===== config.mk =====
export PLATFORM = sky130hd
export DESIGN_NAME = effect_slot_pool_with_aging_core
export DESIGN_NICKNAME = d
export VERILOG_FILES = /design/src/rtl/espa_pkg.sv /design/src/rtl/espa_ctrl.sv /design/src/rtl/espa_dp.sv /design/src/rtl/effect_slot_pool_with_aging_core.sv
export SDC_FILE = /design/constraint.sdc
export NUM_CORES = 1
export LEC_CHECK = 0
export BUFFER_PORTS_ARGS = -buffer_cell sky130_fd_sc_hd__buf_2
export CAP_MARGIN = 0
export CORE_AREA = 2 2 189 191
export DETAILED_ROUTE_END_ITERATION = 6
export DIE_AREA = 0 0 191 193
export PLACE_DENSITY = 0.79
export SLEW_MARGIN = 20
export SYNTH_ARGS = -nofsm -noshare
export SYNTH_HDL_FRONTEND = slang
export SYNTH_SLANG_ARGS = --single-unit

===== constraint.sdc =====
create_clock -name clk -period 6.2 [get_ports clk]
set_clock_uncertainty 0.15 [all_clocks]
set_input_delay 0.93 -clock clk [delete_from_list [all_inputs] [get_ports clk]]
set_output_delay 0.93 -clock clk [all_outputs]
set_load 0.02 [all_outputs]

===== src/rtl/espa_pkg.sv =====
// Shared types and constants for the effect slot pool.
package espa_pkg;

    localparam int REQ_W       = 2;
    localparam int POS_W       = 32;
    localparam int PARAM_IN_W  = 16;
    localparam int COLOR_W     = 32;
    localparam int DT_W        = 10;
    localparam int SLOT_IDX_W  = 4;
    localparam int EXPIRED_W   = 5;
    localparam int MASK_W      = 16;

    localparam int AGE_W       = 12;
    localparam int DUR_W       = 11;
    localparam int SCALE_W     = 10;
    localparam int INTEN_W     = 10;

    localparam logic [REQ_W-1:0] REQ_SPAWN = 2'd0;
    localparam logic [REQ_W-1:0] REQ_TICK  = 2'd1;
    localparam logic [REQ_W-1:0] REQ_CLEAR = 2'd2;

    localparam logic [AGE_W-1:0] AGE_MAX = 12'd4095;

    localparam logic [DUR_W-1:0] SCALE_ONE    = 11'd256;
    localparam logic [DUR_W-1:0] SCALE_MIN    = 11'd90;
    localparam logic [DUR_W-1:0] SCALE_MAX    = 11'd896;
    localparam logic [DUR_W-1:0] INTEN_ONE    = 11'd256;
    localparam logic [DUR_W-1:0] INTEN_MIN    = 11'd51;
    localparam logic [DUR_W-1:0] INTEN_MAX    = 11'd640;
    localparam logic [DUR_W-1:0] DUR_FALLBACK = 11'd340;
    localparam logic [DUR_W-1:0] DUR_MIN      = 11'd120;
    localparam logic [DUR_W-1:0] DUR_MAX      = 11'd1200;

    localparam logic [SCALE_W-1:0] DEF_SCALE = 10'd269;
    localparam logic [DUR_W-1:0]   DEF_DUR   = 11'd700;
    localparam logic [INTEN_W-1:0] DEF_INTEN = 10'd294;
    localparam logic [COLOR_W-1:0] DEF_COLOR = 32'hFFEA00FF;

    typedef struct packed {
        logic load;
        logic scan;
        logic commit;
        logic out_load;
    } espa_cmd_t;

    typedef struct packed {
        logic scan_done;
        logic out_free;
    } espa_status_t;

endpackage


===== src/rtl/espa_ctrl.sv =====
// Sequencer for the effect slot pool: accept, slot scan, commit, result.
module espa_ctrl
    import espa_pkg::*;
(
    input  logic         clk,
    input  logic         rst_n,
    input  logic         in_valid,
    output logic         in_stall,
    input  espa_status_t status,
    output espa_cmd_t    cmd
);

    typedef enum logic [1:0] {
        ST_IDLE,
        ST_SCAN,
        ST_COMMIT,
        ST_RESULT
    } state_t;

    state_t state_reg;
    state_t state_next;
    logic   in_stall_reg;

    always_comb
    begin
        state_next = state_reg;
        cmd        = '0;
        case (state_reg)
            ST_IDLE:
            begin
                if (in_valid && !in_stall_reg)
                begin
                    cmd.load   = 1'b1;
                    state_next = ST_SCAN;
                end
            end
            ST_SCAN:
            begin
                cmd.scan = 1'b1;
                if (status.scan_done)
                begin
                    state_next = ST_COMMIT;
                end
            end
            ST_COMMIT:
            begin
                cmd.commit = 1'b1;
                state_next = ST_RESULT;
            end
            ST_RESULT:
            begin
                if (status.out_free)
                begin
                    cmd.out_load = 1'b1;
                    state_next   = ST_IDLE;
                end
            end
            default:
            begin
                state_next = ST_IDLE;
            end
        endcase
    end

    always_ff @(posedge clk or negedge rst_n)
    begin
        if (!rst_n)
        begin
            state_reg    <= ST_IDLE;
            in_stall_reg <= 1'b0;
        end
        else
        begin
            state_reg    <= state_next;
            in_stall_reg <= (state_next != ST_IDLE);
        end
    end

    assign in_stall = in_stall_reg;

endmodule


===== src/rtl/espa_dp.sv =====
// Datapath for the effect slot pool: request latch, slot state, scan unit, result register.
module espa_dp
    import espa_pkg::*;
#(
    parameter int SLOT_COUNT = 16
)
(
    input  logic                         clk,
    input  logic                         rst_n,
    input  espa_cmd_t                    cmd,
    output espa_status_t                 status,
    input  logic [REQ_W-1:0]             req_type,
    input  logic signed [POS_W-1:0]      pos_x,
    input  logic signed [POS_W-1:0]      pos_y,
    input  logic                         use_defaults,
    input  logic signed [PARAM_IN_W-1:0] scale_in,
    input  logic signed [PARAM_IN_W-1:0] duration_in,
    input  logic signed [PARAM_IN_W-1:0] intensity_in,
    input  logic [COLOR_W-1:0]           color_in,
    input  logic [DT_W-1:0]              dt_ms,
    output logic                         out_valid,
    input  logic                         out_stall,
    output logic [SLOT_IDX_W-1:0]        slot_index,
    output logic                         evicted,
    output logic [EXPIRED_W-1:0]         expired_count,
    output logic [MASK_W-1:0]            active_mask
);

    localparam int IDX_W = (SLOT_COUNT > 1) ? $clog2(SLOT_COUNT) : 1;
    localparam logic [IDX_W-1:0] LAST_IDX = IDX_W'(SLOT_COUNT - 1);

    typedef struct packed {
        logic [POS_W-1:0]   pos_x;
        logic [POS_W-1:0]   pos_y;
        logic [SCALE_W-1:0] scale;
        logic [INTEN_W-1:0] intensity;
        logic [COLOR_W-1:0] color;
    } payload_t;

    function automatic logic [DUR_W-1:0] clean_val(
        input logic signed [PARAM_IN_W-1:0] v,
        input logic [DUR_W-1:0]             fb,
        input logic [DUR_W-1:0]             lo,
        input logic [DUR_W-1:0]             hi
    );
        logic [DUR_W-1:0] r;
        if (v <= 16'sd0)
        begin
            r = fb;
        end
        else if (v < signed'({5'b0, lo}))
        begin
            r = lo;
        end
        else if (v > signed'({5'b0, hi}))
        begin
            r = hi;
        end
        else
        begin
            r = v[DUR_W-1:0];
        end
        return r;
    endfunction

    // latched transaction
    logic [REQ_W-1:0]  req_reg;
    logic [DT_W-1:0]   dt_reg;
    logic [DUR_W-1:0]  dur_reg;
    payload_t          pay_reg;

    // slot state
    logic [SLOT_COUNT-1:0] active_reg;
    logic [AGE_W-1:0]      age_mem [SLOT_COUNT];
    logic [DUR_W-1:0]      dur_mem [SLOT_COUNT];
    payload_t              pay_mem [SLOT_COUNT];

    // scan state
    logic [IDX_W-1:0]      idx_reg;
    logic [IDX_W-1:0]      idx_next;
    logic                  found_reg;
    logic [IDX_W-1:0]      found_idx_reg;
    logic                  seen_reg;
    logic [IDX_W-1:0]      oldest_idx_reg;
    logic [AGE_W-1:0]      max_age_reg;
    logic [EXPIRED_W-1:0]  exp_reg;
    logic [SLOT_IDX_W-1:0] res_idx_reg;
    logic                  res_ev_reg;

    // result register
    logic                  out_valid_reg;
    logic [SLOT_IDX_W-1:0] slot_index_reg;
    logic                  evicted_reg;
    logic [EXPIRED_W-1:0]  expired_reg;
    logic [MASK_W-1:0]     mask_reg;

    logic                  cur_active;
    logic [AGE_W-1:0]      cur_age_reg;
    logic [DUR_W-1:0]      cur_dur_reg;
    logic [AGE_W:0]        age_sum;
    logic [AGE_W-1:0]      age_sat;
    logic [IDX_W-1:0]      tgt_idx;
    logic [MASK_W-1:0]     mask_now;
    logic signed [PARAM_IN_W-1:0] sc_sel;
    logic signed [PARAM_IN_W-1:0] du_sel;
    logic signed [PARAM_IN_W-1:0] it_sel;
    logic [COLOR_W-1:0]    col_sel;

    assign cur_active = active_reg[idx_reg];
    assign age_sum    = {1'b0, cur_age_reg} + (AGE_W + 1)'(dt_reg);
    assign age_sat    = age_sum[AGE_W] ? AGE_MAX : age_sum[AGE_W-1:0];
    assign tgt_idx    = found_reg ? found_idx_reg : oldest_idx_reg;

    always_comb
    begin
        if (use_defaults)
        begin
            sc_sel  = PARAM_IN_W'(signed'({1'b0, DEF_SCALE}));
            du_sel  = PARAM_IN_W'(signed'({1'b0, DEF_DUR}));
            it_sel  = PARAM_IN_W'(signed'({1'b0, DEF_INTEN}));
            col_sel = DEF_COLOR;
        end
        else
        begin
            sc_sel  = scale_in;
            du_sel  = duration_in;
            it_sel  = intensity_in;
            col_sel = (color_in[7:0] == 8'd0) ? DEF_COLOR : color_in;
        end
    end

    always_comb
    begin
        mask_now = '0;
        for (int i = 0; i < SLOT_COUNT; i++)
        begin
            mask_now[i] = active_reg[i];
        end
    end

    always_comb
    begin
        status.out_free  = !out_valid_reg || !out_stall;
        status.scan_done = (idx_reg == LAST_IDX);
        if (req_reg == REQ_SPAWN)
        begin
            if (!cur_active)
            begin
                status.scan_done = 1'b1;
            end
        end
        else if (req_reg != REQ_TICK)
        begin
            status.scan_done = 1'b1;
        end
    end

    always_comb
    begin
        idx_next = idx_reg;
        if (cmd.load)
        begin
            idx_next = '0;
        end
        else if (cmd.scan && !status.scan_done)
        begin
            idx_next = idx_reg + IDX_W'(1);
        end
    end

    always_ff @(posedge clk)
    begin
        cur_age_reg <= age_mem[idx_next];
        cur_dur_reg <= dur_mem[idx_next];
        if (cmd.load)
        begin
            req_reg           <= req_type;
            dt_reg            <= dt_ms;
            dur_reg           <= clean_val(du_sel, DUR_FALLBACK, DUR_MIN, DUR_MAX);
            pay_reg.pos_x     <= pos_x;
            pay_reg.pos_y     <= pos_y;
            pay_reg.scale     <= SCALE_W'(clean_val(sc_sel, SCALE_ONE, SCALE_MIN, SCALE_MAX));
            pay_reg.intensity <= INTEN_W'(clean_val(it_sel, INTEN_ONE, INTEN_MIN, INTEN_MAX));
            pay_reg.color     <= col_sel;
        end
        if (cmd.scan && req_reg == REQ_TICK && cur_active)
        begin
            age_mem[idx_reg] <= age_sat;
        end
        if (cmd.commit && req_reg == REQ_SPAWN)
        begin
            age_mem[tgt_idx] <= '0;
            dur_mem[tgt_idx] <= dur_reg;
            pay_mem[tgt_idx] <= pay_reg;
        end
        if (cmd.out_load)
        begin
            slot_index_reg <= res_idx_reg;
            evicted_reg    <= res_ev_reg;
            expired_reg    <= exp_reg;
            mask_reg       <= mask_now;
        end
    end

    always_ff @(posedge clk or negedge rst_n)
    begin
        if (!rst_n)
        begin
            active_reg     <= '0;
            idx_reg        <= '0;
            found_reg      <= 1'b0;
            found_idx_reg  <= '0;
            seen_reg       <= 1'b0;
            oldest_idx_reg <= '0;
            max_age_reg    <= '0;
            exp_reg        <= '0;
            res_idx_reg    <= '0;
            res_ev_reg     <= 1'b0;
            out_valid_reg  <= 1'b0;
        end
        else
        begin
            idx_reg <= idx_next;
            if (cmd.load)
            begin
                found_reg   <= 1'b0;
                seen_reg    <= 1'b0;
                exp_reg     <= '0;
                res_idx_reg <= '0;
                res_ev_reg  <= 1'b0;
            end
            if (cmd.scan)
            begin
                if (req_reg == REQ_SPAWN)
                begin
                    if (!cur_active)
                    begin
                        found_reg     <= 1'b1;
                        found_idx_reg <= idx_reg;
                    end
                    else if (!seen_reg || cur_age_reg > max_age_reg)
                    begin
                        seen_reg       <= 1'b1;
                        oldest_idx_reg <= idx_reg;
                        max_age_reg    <= cur_age_reg;
                    end
                end
                else if (req_reg == REQ_TICK && cur_active)
                begin
                    if (age_sat >= {1'b0, cur_dur_reg})
                    begin
                        active_reg[idx_reg] <= 1'b0;
                        exp_reg             <= exp_reg + EXPIRED_W'(1);
                    end
                end
            end
            if (cmd.commit)
            begin
                if (req_reg == REQ_SPAWN)
                begin
                    active_reg[tgt_idx] <= 1'b1;
                    res_idx_reg         <= SLOT_IDX_W'(tgt_idx);
                    res_ev_reg          <= !found_reg;
                end
                else if (req_reg == REQ_CLEAR)
                begin
                    active_reg <= '0;
                end
            end
            if (cmd.out_load)
            begin
                out_valid_reg <= 1'b1;
            end
            else if (!out_stall)
            begin
                out_valid_reg <= 1'b0;
            end
        end
    end

    assign out_valid     = out_valid_reg;
    assign slot_index    = slot_index_reg;
    assign evicted       = evicted_reg;
    assign expired_count = expired_reg;
    assign active_mask   = mask_reg;

endmodule


===== src/rtl/effect_slot_pool_with_aging_core.sv =====
// Top level of the effect slot pool with oldest-slot replacement.
//
//  channel | signals                                    | accepted when
//  --------+--------------------------------------------+----------------------
//  input   | in_valid, in_stall, request fields         | in_valid && !in_stall
//  output  | out_valid, out_stall, result fields        | out_valid && !out_stall
//
// A transaction is latched, then the slots are scanned
// (one slot per cycle; a spawn stops at the first free slot, a clear at once),
// then it is committed and its result is loaded into the result register.
// Reset (rst_n, asynchronous) empties the pool; no clearing pass is needed.
// A pending result in the output register does not block the next request;
// only the result load waits while out_stall holds the previous one.
module effect_slot_pool_with_aging_core
    import espa_pkg::*;
#(
    parameter int SLOT_COUNT = 16
)
(
    input  logic                         clk,
    input  logic                         rst_n,
    input  logic                         in_valid,
    output logic                         in_stall,
    input  logic [REQ_W-1:0]             req_type,
    input  logic signed [POS_W-1:0]      pos_x,
    input  logic signed [POS_W-1:0]      pos_y,
    input  logic                         use_defaults,
    input  logic signed [PARAM_IN_W-1:0] scale_in,
    input  logic signed [PARAM_IN_W-1:0] duration_in,
    input  logic signed [PARAM_IN_W-1:0] intensity_in,
    input  logic [COLOR_W-1:0]           color_in,
    input  logic [DT_W-1:0]              dt_ms,
    output logic                         out_valid,
    input  logic                         out_stall,
    output logic [SLOT_IDX_W-1:0]        slot_index,
    output logic                         evicted,
    output logic [EXPIRED_W-1:0]         expired_count,
    output logic [MASK_W-1:0]            active_mask
);

    espa_cmd_t    cmd;
    espa_status_t status;

    espa_ctrl u_ctrl (
        .clk      (clk),
        .rst_n    (rst_n),
        .in_valid (in_valid),
        .in_stall (in_stall),
        .status   (status),
        .cmd      (cmd)
    );

    espa_dp #(
        .SLOT_COUNT (SLOT_COUNT)
    ) u_dp (
        .clk           (clk),
        .rst_n         (rst_n),
        .cmd           (cmd),
        .status        (status),
        .req_type      (req_type),
        .pos_x         (pos_x),
        .pos_y         (pos_y),
        .use_defaults  (use_defaults),
        .scale_in      (scale_in),
        .duration_in   (duration_in),
        .intensity_in  (intensity_in),
        .color_in      (color_in),
        .dt_ms         (dt_ms),
        .out_valid     (out_valid),
        .out_stall     (out_stall),
        .slot_index    (slot_index),
        .evicted       (evicted),
        .expired_count (expired_count),
        .active_mask   (active_mask)
    );

endmodule


==> results of run 1 <==
final timing paths:
path | end | slack, ns
setup / recovery | u_dp.active_reg[14]$_DFF_PN0_ | 1.04
hold / removal | u_dp.slot_index[1]$_DFFE_PP_ | 0.30
setup reg to reg | u_dp.active_reg[14]$_DFF_PN0_ | 1.04
hold reg to reg | u_dp.slot_index[1]$_DFFE_PP_ | 0.30
max in group asynchronous | u_dp.max_age_reg[7]$_DFFE_PN0P_ | 5.04
min in group asynchronous | u_dp.exp_reg[3]$_DFF_PN0_ | 0.35
power by group through the flow:
stage | combinational, mW | sequential (mW) | clock [mW]
finish | 4.35 | 4.79 | 3.00
CTS | 4.30 | 4.79 | 3.02
global placement | 4.06 | 4.83 | 0
global route | 4.74 | 4.84 | 3.14
detailed placement | 4.23 | 4.86 | 0
floorplan | 2.96 | 4.80 | 0
per-stage QoR:
stage	hold WS, ns	setup WS [ns]	utilization [%]	instances	power, mW
after detailed placement	0.290	1.11	61.0	1997	9.09
after global routing	0.328	0.690	65.7	2087	12.7
after CTS	0.303	1.08	65.7	2087	12.1
final	0.304	1.04	65.7	2087	12.1
after global placement	0.282	1.17	61.0	1997	8.89
after floorplan	0.275	1.56	-	1511	7.75
cell usage in the layout, fill, tap and decap left out, types with 13 or more instances in the layout:
cell | synthesis | layout
a21o_1 | 15 | 15
a21oi_1 | 113 | 112
a22oi_1 | 24 | 24
a31o_2 | 13 | 13
a32o_1 | 45 | 45
a32oi_1 | 46 | 46
buf_2 | 40 | 60
buf_4 | 2 | 46
clkbuf_16 | 0 | 48
dfrtp_1 | 56 | 56
dfxtp_1 | 23 | 23
edfxtp_1 | 417 | 417
ha_1 | 38 | 38
inv_1 | 33 | 33
mux2_2 | 17 | 17
nand2_1 | 317 | 316
nor2_1 | 68 | 66
o21ai_0 | 28 | 27
o221ai_1 | 24 | 24
kinds of logic (layout without fill, tap and decap cells):
kind of cell	Yosys count	after routing	synth area share, %
flops	496	496	70.7
mux	33	33	2.04
simple gates	465	465	9.54
xor+xnor	9	9	0.425
buf+inv	119	234	2.48
fa+ha+maj	39	39	2.44
compound gates	350	350	12.3
cells in the mapped netlist, types with 4 or more instances:
master	n
o21a_1	8
nand2_1	317
ha_1	38
mux4_2	5
clkbuf_1	39
mux2i_1	11
a31o_2	13
a32oi_1	46
buf_1	4
a32o_1	45
inv_1	33
nor3_1	9
xnor2_1	6
or2_2	4
a21oi_1	113
o221ai_1	24
mux2_2	17
a21o_1	15
edfxtp_1	417
nand4_1	10
o22ai_1	5
nor2b_1	6
o21bai_1	4
nand3_1	12
nor2_1	68
dfrtp_1	56
buf_2	40
a311oi_1	4
nand2b_1	8
a22oi_1	24
dfxtp_1	23
and2_1	12
o21ai_0	28
per-layer routing:
metal	GRT usage, %	wire length, um	vias up
li1	-	-	5851
met1	33.8	18000	6350
met2	40.2	21900	681
met3	3.62	4000	91
met4	7.99	1070	0
met5	0	0	-
worst max-delay path, delay by kind of cell (launching register included):
kind,cells,cell delay (ns)
compound gates,13,2.56
fa+ha+maj,3,0.99
simple gates,3,0.66
flops,1,0.39
buf+inv,1,0.28
cell type report:
type | count | area, um^2
Clock buffer | 62 | 1330
Multi-Input combinational cell | 896 | 5520
Fill cell | 2357 | 12000
Sequential cell | 496 | 14400
Timing Repair Buffer | 110 | 726
Tap cell | 461 | 577
Clock inverter | 28 | 317
Inverter | 34 | 130
==> impl_metrics.py, run 1 <==
metrics = {
    "clock_tree": {
        "cts_inserted_buffers": 48,
        "clock-sinks": 496,
        "root_buffer": "clkbuf_16",
        "clkTransAtPathRegs_ns": 0.06,
        "worstSkewPairLatency_ns": 0.58,
        "cts_hold_buf": 0,
        "tritoncts": "yes",
        "cts_max_path_buffers": 3,
        "ctsHtreeMaxLevel": 2,
        "cts_setup_buffers": 0,
        "cts_resized": 0,
    },
    "timing": {
        "hold_violations": 0,
        "fmax_mhz": 194,
        "min_period_ns": 5.16,
        "tightest_slew_ns": 1.17,
        "slew_headroom_pct": 21.7,
        "tns_ns": 0,
        "period_share_pct": 83.2,
        "rsz0062_at_grt": "no",
        "drv_slew": 0,
        "setup_viol_count_final": 0,
    },
    "synthesis": {
        "synth.distinct_cells": 61,
        "yosys.area.top_type": "edfxtp_1",
        "async_flop_share_pct": 11.3,
        "netlist_area_mm2": 0.0203,
        "synth_top_area_share_pct": 61.6,
        "syn_area_per_cell_um2": 13.5,
        "ys_ff_latch": 496,
        "netlist_top_cells_area": "edfxtp_1, dfrtp_1, nand2_1",
        "syn_nets": 1711,
        "yosysWarnings": 0,
        "synth_seq_area_share_pct": 70.7,
        "synth_edf_count": 417,
        "syn_inst": 1511,
        "synth_ff_type": "edfxtp_1",
    },
    "place": {
        "gp_congestion": 0.810,
        "hpwl_um": 27200,
        "placed_area_mm2": 0.0213,
        "portBuffers": 60,
    },
    "power": {
        "p_leak_nw": 8.23,
        "pwr-share-comb_pct": 35.8,
        "p_switching_mw": 4.40,
        "swShare_pct": 36.2,
        "p_int_mw": 7.74,
        "p_per_area_mw_per_mm2": 528,
        "irDropWorstVdd_uv": 353,
        "clkPwrFrac_pct": 24.7,
        "p_seq_share_pct": 39.5,
    },
    "cells_and_area": {
        "fin_nets": 1786,
        "largest_reg_flops": 192,
        "regMostFlops": "u_dp.age_mem",
        "n_antenna_cell": 0,
        "largestRegisters": "u_dp.age_mem x192, u_dp.dur_mem x176",
        "final_layout_size_suffix_gt1_share_pct": 14.8,
        "area_growth_pct": 13.0,
        "final_area_mm2": 0.0230,
    },
    "critical_path": {
        "worstSetupStartpointType": "flip-flop",
        "cp_slowest_cell": "fa_1",
        "crit_path_end_kind": "flip-flop",
        "max_stage_delay_ns": 0.48,
        "critical_path.cell_chain": "ha_1 -> fa_1 -> a21o_1 -> a21oi_1 -> o21a_1 -> o21ai_0 -> a21o_1 -> a21oi_1 -> nor2_1 -> or2_2 -> ha_1 -> a21o_1 -> a21o_1 -> a211o_1 -> o2111ai_1 -> a21o_1 -> a31oi_2 -> buf_4 -> nand4_1 -> a31o_2",
        "regToRegStartpoint": "u_dp.dt_reg[0]$_DFFE_PP_",
        "crit_top_cell": "a21o_1",
        "cp_data_required_time_ns": 6.51,
        "reg2reg_depth": 20,
        "critical_path_class": "flip-flop to flip-flop",
        "crit_path_max_fanout": 22,
        "crit_arrival_ns": 5.46,
        "critical_path.startpoint": "u_dp.dt_reg[0]$_DFFE_PP_",
    },
    "global_routing": {
        "antenna_found_initial": 0,
        "grt_pass1_vias": 12496,
        "track_usage_pct": 24.4,
        "grt-ovfl-total": 0,
        "grt_start_max_net_pins": 95,
        "grt_pass1_wl_um": 68500,
    },
    "min_path": {
        "min_path_cells": 0,
        "worstHoldStart": "u_dp.res_idx_reg[1]$_DFF_PN0_",
        "holdCritPathClass": "flip-flop to flip-flop",
    },
    "floorplanning": {
        "fp.dieW_um": 191,
        "initial_core_util_pct": 58.1,
        "core_area_mm2": 0.0350,
        "fp.dieH_um": 193,
        "num_rows": 69,
        "die_area_mm2": 0.0369,
        "io_pins": 189,
    },
    "drt": {
        "firstDrtPassIters": 6,
        "routed_wl_um": 44900,
        "routedWlPerCell_um": 21.5,
        "vias_per_cell": 6.22,
        "drt-initial-drc-count": 1584,
        "ant_nets": 0,
        "drc": 0,
        "vias": 12973,
    },
    "run": {
        "maxCapViolations": 0,
    },
    "outcome": {
        "status": "complete, no violations",
    },
}
No activity file was read; power rests on OpenSTA's default activity.
==> run 2, diff against run 1 <==
Clock period 6.2 ns to 5 ns, I/O delays scaled along.
==> impl_metrics.py, run 2 (synthesized netlist as in run 1, its figures left out) <==
metrics = {
    "place": {
        "dp_slack_ns": 0.307,
        "gp_congestion": 0.819,
        "hpwl_um": 27100,
        "portBuffers": 60,
        "place_inst": 2001,
    },
    "clock_tree": {
        "cts_inserted_buffers": 48,
        "cts_resized": 0,
        "cts_hold_buf": 0,
        "cts_max_path_buffers": 3,
        "tritoncts": "yes",
        "root_buffer": "clkbuf_16",
        "cts_setup_buffers": 0,
        "worstSkewPairLatency_ns": 0.58,
        "clock-sinks": 496,
        "clkTransAtPathRegs_ns": 0.06,
        "ctsHtreeMaxLevel": 2,
    },
    "drt": {
        "vias_per_cell": 6.21,
        "firstDrtPassIters": 6,
        "ant_nets": 0,
        "drc": 0,
        "vias": 12971,
        "routedWlPerCell_um": 21.2,
        "drt-initial-drc-count": 1469,
        "routed_wl_um": 44200,
    },
    "global_routing": {
        "grt_start_max_net_pins": 155,
        "grt-ovfl-total": 0,
        "antenna_found_initial": 1,
        "top_usage_layer": "met2",
        "grt_pass1_vias": 12519,
        "grt_use_met2_pct": 39.5,
        "track_usage_pct": 24.0,
        "grtUsageMet1_pct": 32.2,
        "use_met3_pct": 4.51,
        "grt_pass1_wl_um": 67600,
    },
    "floorplanning": {
        "die_area_mm2": 0.0369,
        "num_rows": 69,
        "fp.dieH_um": 193,
        "io_pins": 189,
        "core_area_mm2": 0.0350,
        "initial_core_util_pct": 58.1,
        "fp.dieW_um": 191,
    },
    "cells_and_area": {
        "finalNonFillerCells": 2090,
        "final_cell_mix": "edfxtp_1, nand2_1, a21oi_1, nor2_1, buf_2",
        "fin_nets": 1790,
        "area_growth_pct": 13.1,
        "n_antenna_cell": 0,
        "regMostFlops": "u_dp.age_mem",
        "final_layout_size_suffix_gt1_share_pct": 14.9,
        "largest_reg_flops": 192,
        "largestRegisters": "u_dp.age_mem x192, u_dp.dur_mem x176",
        "final_common_cell": "edfxtp_1",
    },
    "power": {
        "p_leak_nw": 8.23,
        "swShare_pct": 36.3,
        "p_int_mw": 9.58,
        "p_per_area_mw_per_mm2": 654,
        "irDropWorstVdd_uv": 391,
        "p_switching_mw": 5.46,
        "p_seq_share_pct": 39.5,
        "clkPwrFrac_pct": 24.4,
        "pwr-share-comb_pct": 36.2,
    },
    "run": {
        "maxCapViolations": 0,
    },
    "timing": {
        "fin_ws_ns": 0.295,
        "hold_violations": 0,
        "rsz0062_at_grt": "no",
        "min_period_ns": 4.70,
        "tightest_slew_ns": 1.04,
        "drv_slew": 0,
        "setup_viol_count_final": 0,
        "tns_ns": 0,
        "slew_headroom_pct": 28.4,
        "fmax_mhz": 213,
        "period_share_pct": 94.1,
    },
    "outcome": {
        "status": "complete, no violations",
    },
    "critical_path": {
        "crit_arrival_ns": 5.04,
        "crit_path_end_kind": "flip-flop",
        "r2r_slack_ns": 0.30,
        "cp_data_required_time_ns": 5.33,
        "crit_path_max_fanout": 22,
        "worstSetupStartpointType": "flip-flop",
        "critical_path_class": "flip-flop to flip-flop",
    },
    "min_path": {
        "holdCritPathClass": "input port to async pin",
    },
}
[run 2: cell types whose count changed in the layout (fill, tap and decap cells not counted), sizes merged]
cell,change
inv,-1
buf,+4
bufinv,+1
clkinv,+4
clkbuf,-5
[run 2: worst paths after layout]
path                                                        end                           from  cells past startpoint
min in group clk                      u_dp.req_reg[0]$_DFFE_PP_                    req_type[0]                      1
worst min-delay path                  u_dp.exp_reg[0]$_DFF_PN0_                          rst_n                      2
worst max-delay path              u_dp.active_reg[10]$_DFF_PN0_       u_dp.dt_reg[0]$_DFFE_PP_                     21
worst min register to register     u_dp.slot_index[0]$_DFFE_PP_  u_dp.res_idx_reg[0]$_DFF_PN0_                      0
worst max register to register    u_dp.active_reg[10]$_DFF_PN0_       u_dp.dt_reg[0]$_DFFE_PP_                     21
max in group asynchronous       u_dp.max_age_reg[7]$_DFFE_PN0P_                          rst_n                      2
[run 2: stage by stage]
step	instance area, um^2	util (%)	power [mW]	hold slack (ns)
2_1_floorplan	20300	-	9.61	0.275
3_3_place_gp	21400	61.1	11.1	0.282
3_5_place_dp	21400	61.1	11.3	0.294
4_1_cts	23000	65.7	15.0	0.182
5_1_grt	23000	65.7	15.9	0.189
6_report	23000	65.7	15.0	0.185
[run 2: worst max-delay path: stages (launching register included)]
cell,delay [ns]
edfxtp_1,0.40
ha_1,0.24
fa_1,0.46
a21o_1,0.22
a21oi_2,0.20
o21a_1,0.15
o21ai_0,0.14
a21o_1,0.18
a21oi_1,0.17
nor2_1,0.11
nor2_1,0.20
ha_1,0.27
nand2b_1,0.16
a21o_1,0.19
a21o_1,0.18
a211o_1,0.29
o2111ai_1,0.09
a21o_1,0.17
a31oi_2,0.10
buf_4,0.22
and3_1,0.20
o22ai_1,0.13
[run 2: cell type report]
| class | instances | area (um^2) |
|---|---|---|
| Clock inverter | 32 | 370 |
| Inverter | 34 | 130 |
| Fill cell | 2352 | 12000 |
| Timing Repair Buffer | 114 | 768 |
| Sequential cell | 496 | 14400 |
| Tap cell | 461 | 577 |
| Clock buffer | 57 | 1240 |
| Multi-Input combinational cell | 896 | 5510 |
[run 2: power groups by stage]
stage,Clock (mW),Sequential [mW],Combinational [mW]
after floorplan,0,5.95,3.66
final,3.66,5.94,5.44
after global routing,3.85,6.00,6.00
after detailed placement,0,6.01,5.32
after global placement,0,5.99,5.10
after CTS,3.70,5.93,5.39
[run 2: metal layers]
layer  part of all wire [%]  routed length, um
met1                     40              17600
met4                    2.6               1150
met3                    9.3               4090
met5                  0.029                 13
met2                     48              21400
==> run 3, diff against run 2 <==
Settings changed: CORE_AREA 2 2 189 191 to 2 2 199 201, DIE_AREA 0 0 191 193 to 0 0 201 203, PLACE_DENSITY 0.79 to 0.75, SETUP_SLACK_MARGIN from default to 0.3.
Clock period 5 ns to 4.1 ns, I/O delays scaled along.
==> impl_metrics.py, run 3 (synthesized netlist as in run 1, its figures left out) <==
metrics = {
    "outcome": {
        "status": "complete, no violations",
    },
    "power": {
        "p_per_area_mw_per_mm2": 804,
        "irDropWorstVdd_uv": 381,
        "p_leak_nw": 8.37,
    },
    "clock_tree": {
        "cts_hold_buf": 0,
        "cts_max_path_buffers": 3,
        "tritoncts": "yes",
        "clock-sinks": 496,
        "ctsHtreeMaxLevel": 2,
        "clkTransAtPathRegs_ns": 0.06,
        "cts_inserted_buffers": 47,
        "root_buffer": "clkbuf_16",
        "worstSkewPairLatency_ns": 0.59,
    },
    "cells_and_area": {
        "fin_util_pct": 61.1,
        "final_cell_mix": "edfxtp_1, nand2_1, a21oi_1, buf_4, nor2_1",
        "fin_nets": 1821,
        "regMostFlops": "u_dp.age_mem",
        "final_area_mm2": 0.0235,
        "finalNonFillerCells": 2175,
        "largestRegisters": "u_dp.age_mem x192, u_dp.dur_mem x176",
        "final_layout_size_suffix_gt1_share_pct": 18.0,
        "fill_cells": 2798,
        "n_antenna_cell": 0,
        "largest_reg_flops": 192,
        "area_growth_pct": 15.6,
        "final_common_cell": "edfxtp_1",
    },
    "drt": {
        "ant_nets": 0,
        "firstDrtPassIters": 5,
        "vias": 13180,
        "dr_wl_met3_um": 4160,
        "top_layer_used": "met4",
        "wl_met1_um": 19100,
        "met2_length_um": 22600,
        "routedWlPerCell_um": 21.7,
        "drc": 0,
        "vias_per_cell": 6.06,
        "drt-initial-drc-count": 1301,
        "routed_wl_um": 47100,
    },
    "floorplanning": {
        "fp.dieW_um": 201,
        "num_rows": 72,
        "die_area_mm2": 0.0408,
        "initial_core_util_pct": 52.9,
        "io_pins": 189,
        "fp.dieH_um": 203,
        "core_area_mm2": 0.0385,
    },
    "timing": {
        "tns_ns": 0,
        "fmax_mhz": 246,
        "drv_slew": 0,
        "slew_headroom_pct": 35.6,
        "tightest_slew_ns": 0.963,
        "min_period_ns": 4.07,
        "rsz0062_at_grt": "yes",
        "whs_ns": 0.0412,
        "hold_violations": 0,
        "setup_viol_count_final": 0,
        "period_share_pct": 99.2,
    },
    "min_path": {
        "holdCritPathClass": "input port to async pin",
    },
    "global_routing": {
        "grt_start_max_net_pins": 74,
        "grt_pass1_wl_um": 71600,
        "track_usage_pct": 22.6,
        "grt-ovfl-total": 0,
        "grt_pass1_vias": 12935,
        "antenna_found_initial": 0,
    },
    "place": {
        "gp_congestion": 0.864,
        "portBuffers": 60,
        "placed_area_mm2": 0.0216,
        "hpwl_um": 27800,
        "place_inst": 2076,
    },
    "critical_path": {
        "crit_arrival_ns": 4.38,
        "crit_top_cell": "a21o_1",
        "r2r-end": "u_dp.active_reg[13]$_DFF_PN0_",
        "critical_path.cell_chain": "ha_2 -> fa_2 -> a21o_1 -> a21oi_2 -> o21a_1 -> o21ai_2 -> a21o_1 -> a21oi_4 -> nor2_4 -> or2_4 -> ha_4 -> a21o_1 -> a21o_1 -> a211o_1 -> o2111ai_2 -> a21o_4 -> a31oi_4 -> nand4_1 -> a31o_2",
        "crit_path_end_kind": "flip-flop",
        "critical_path.startpoint": "u_dp.dt_reg[0]$_DFFE_PP_",
        "cp_data_required_time_ns": 4.41,
        "worstSetupStartpointType": "flip-flop",
        "cp_slowest_cell": "edfxtp_1",
        "reg2reg_depth": 19,
        "regToRegStartpoint": "u_dp.dt_reg[0]$_DFFE_PP_",
        "crit_path_max_fanout": 5,
        "setup.worst_path.end": "u_dp.active_reg[13]$_DFF_PN0_",
        "max_stage_delay_ns": 0.39,
        "r2r_slack_ns": 0.03,
        "critical_path_class": "flip-flop to flip-flop",
    },
    "run": {
        "maxCapViolations": 0,
    },
}
run 3: cell count changes in the layout (fill, tap and decap cells not counted), sizes merged:
cell    change
bufinv      -4
clkbuf      +4
buf        +26
a31oi       +3
nand2       +1
clkinv      -2
run 3: layout make-up:
cell class,count,area [um^2],share of cell area (%)
sequential,496,14400,61.2
clock inverter,26,235,1.00
timing repair buffer,142,1080,4.62
multi-input combinational,900,5770,24.6
inverter,34,133,0.564
clock buffer,59,1240,5.28
tap,518,648,2.76
run 3: stage by stage:
stage / setup WS, ns / power, mW
floorplan: 0.193 / 11.8
global placement: -0.116 / 13.8
detailed placement: -0.184 / 14.1
CTS: 0.00170 / 18.4
global route: -0.235 / 19.8
finish: 0.0310 / 18.9
run 3: worst min-delay path by stage:
stage | start | endpoint | slack (ns) | depth (start not counted)
floorplan | rst_n | u_ctrl.in_stall$_DFF_PN0_ | 0.17 | 0
global route | dt_ms[6] | u_dp.dt_reg[6]$_DFFE_PP_ | 0.05 | 1
finish | rst_n | u_dp.exp_reg[4]$_DFF_PN0_ | 0.04 | 2
detailed placement | u_dp.res_ev_reg$_DFF_PN0_ | u_dp.evicted$_DFFE_PP_ | 0.28 | 0
CTS | dt_ms[4] | u_dp.dt_reg[4]$_DFFE_PP_ | 0.05 | 1
global placement | u_dp.res_idx_reg[2]$_DFF_PN0_ | u_dp.slot_index[2]$_DFFE_PP_ | 0.28 | 0
run 3: routing by layer:
| layer | up-vias | GRT usage [%] |
|---|---|---|
| met3 | 105 | 4.01 |
| met5 | - | 0 |
| met2 | 610 | 37.5 |
| met4 | 0 | 7.51 |
| met1 | 6532 | 30.4 |
| li1 | 5933 | - |
run 3: power breakdown:
| part | switching [mW] | internal (mW) | leakage (nW) |
|---|---|---|---|
| Combinational | 4.82 | 2.70 | 2.94 |
| Sequential | 0.391 | 6.79 | 4.71 |
| Clock | 1.84 | 2.34 | 0.719 |
run 3: worst max-delay path: cells and delay by family (launching register included):
family,cells,cell delay [ns]
DFF,1,0.39
adders and majority gates,3,0.81
and+or+nand+nor,3,0.50
AOI/OAI and AO/OA,13,2.10
run 3: repair_timing:
action | CTS | global route
setup endpoints to repair | 29 | 36
cloned | 3 | 3
gates resized for setup | 11 | 30
setup buffers | 2 | 6
pin swaps | 16 | 5
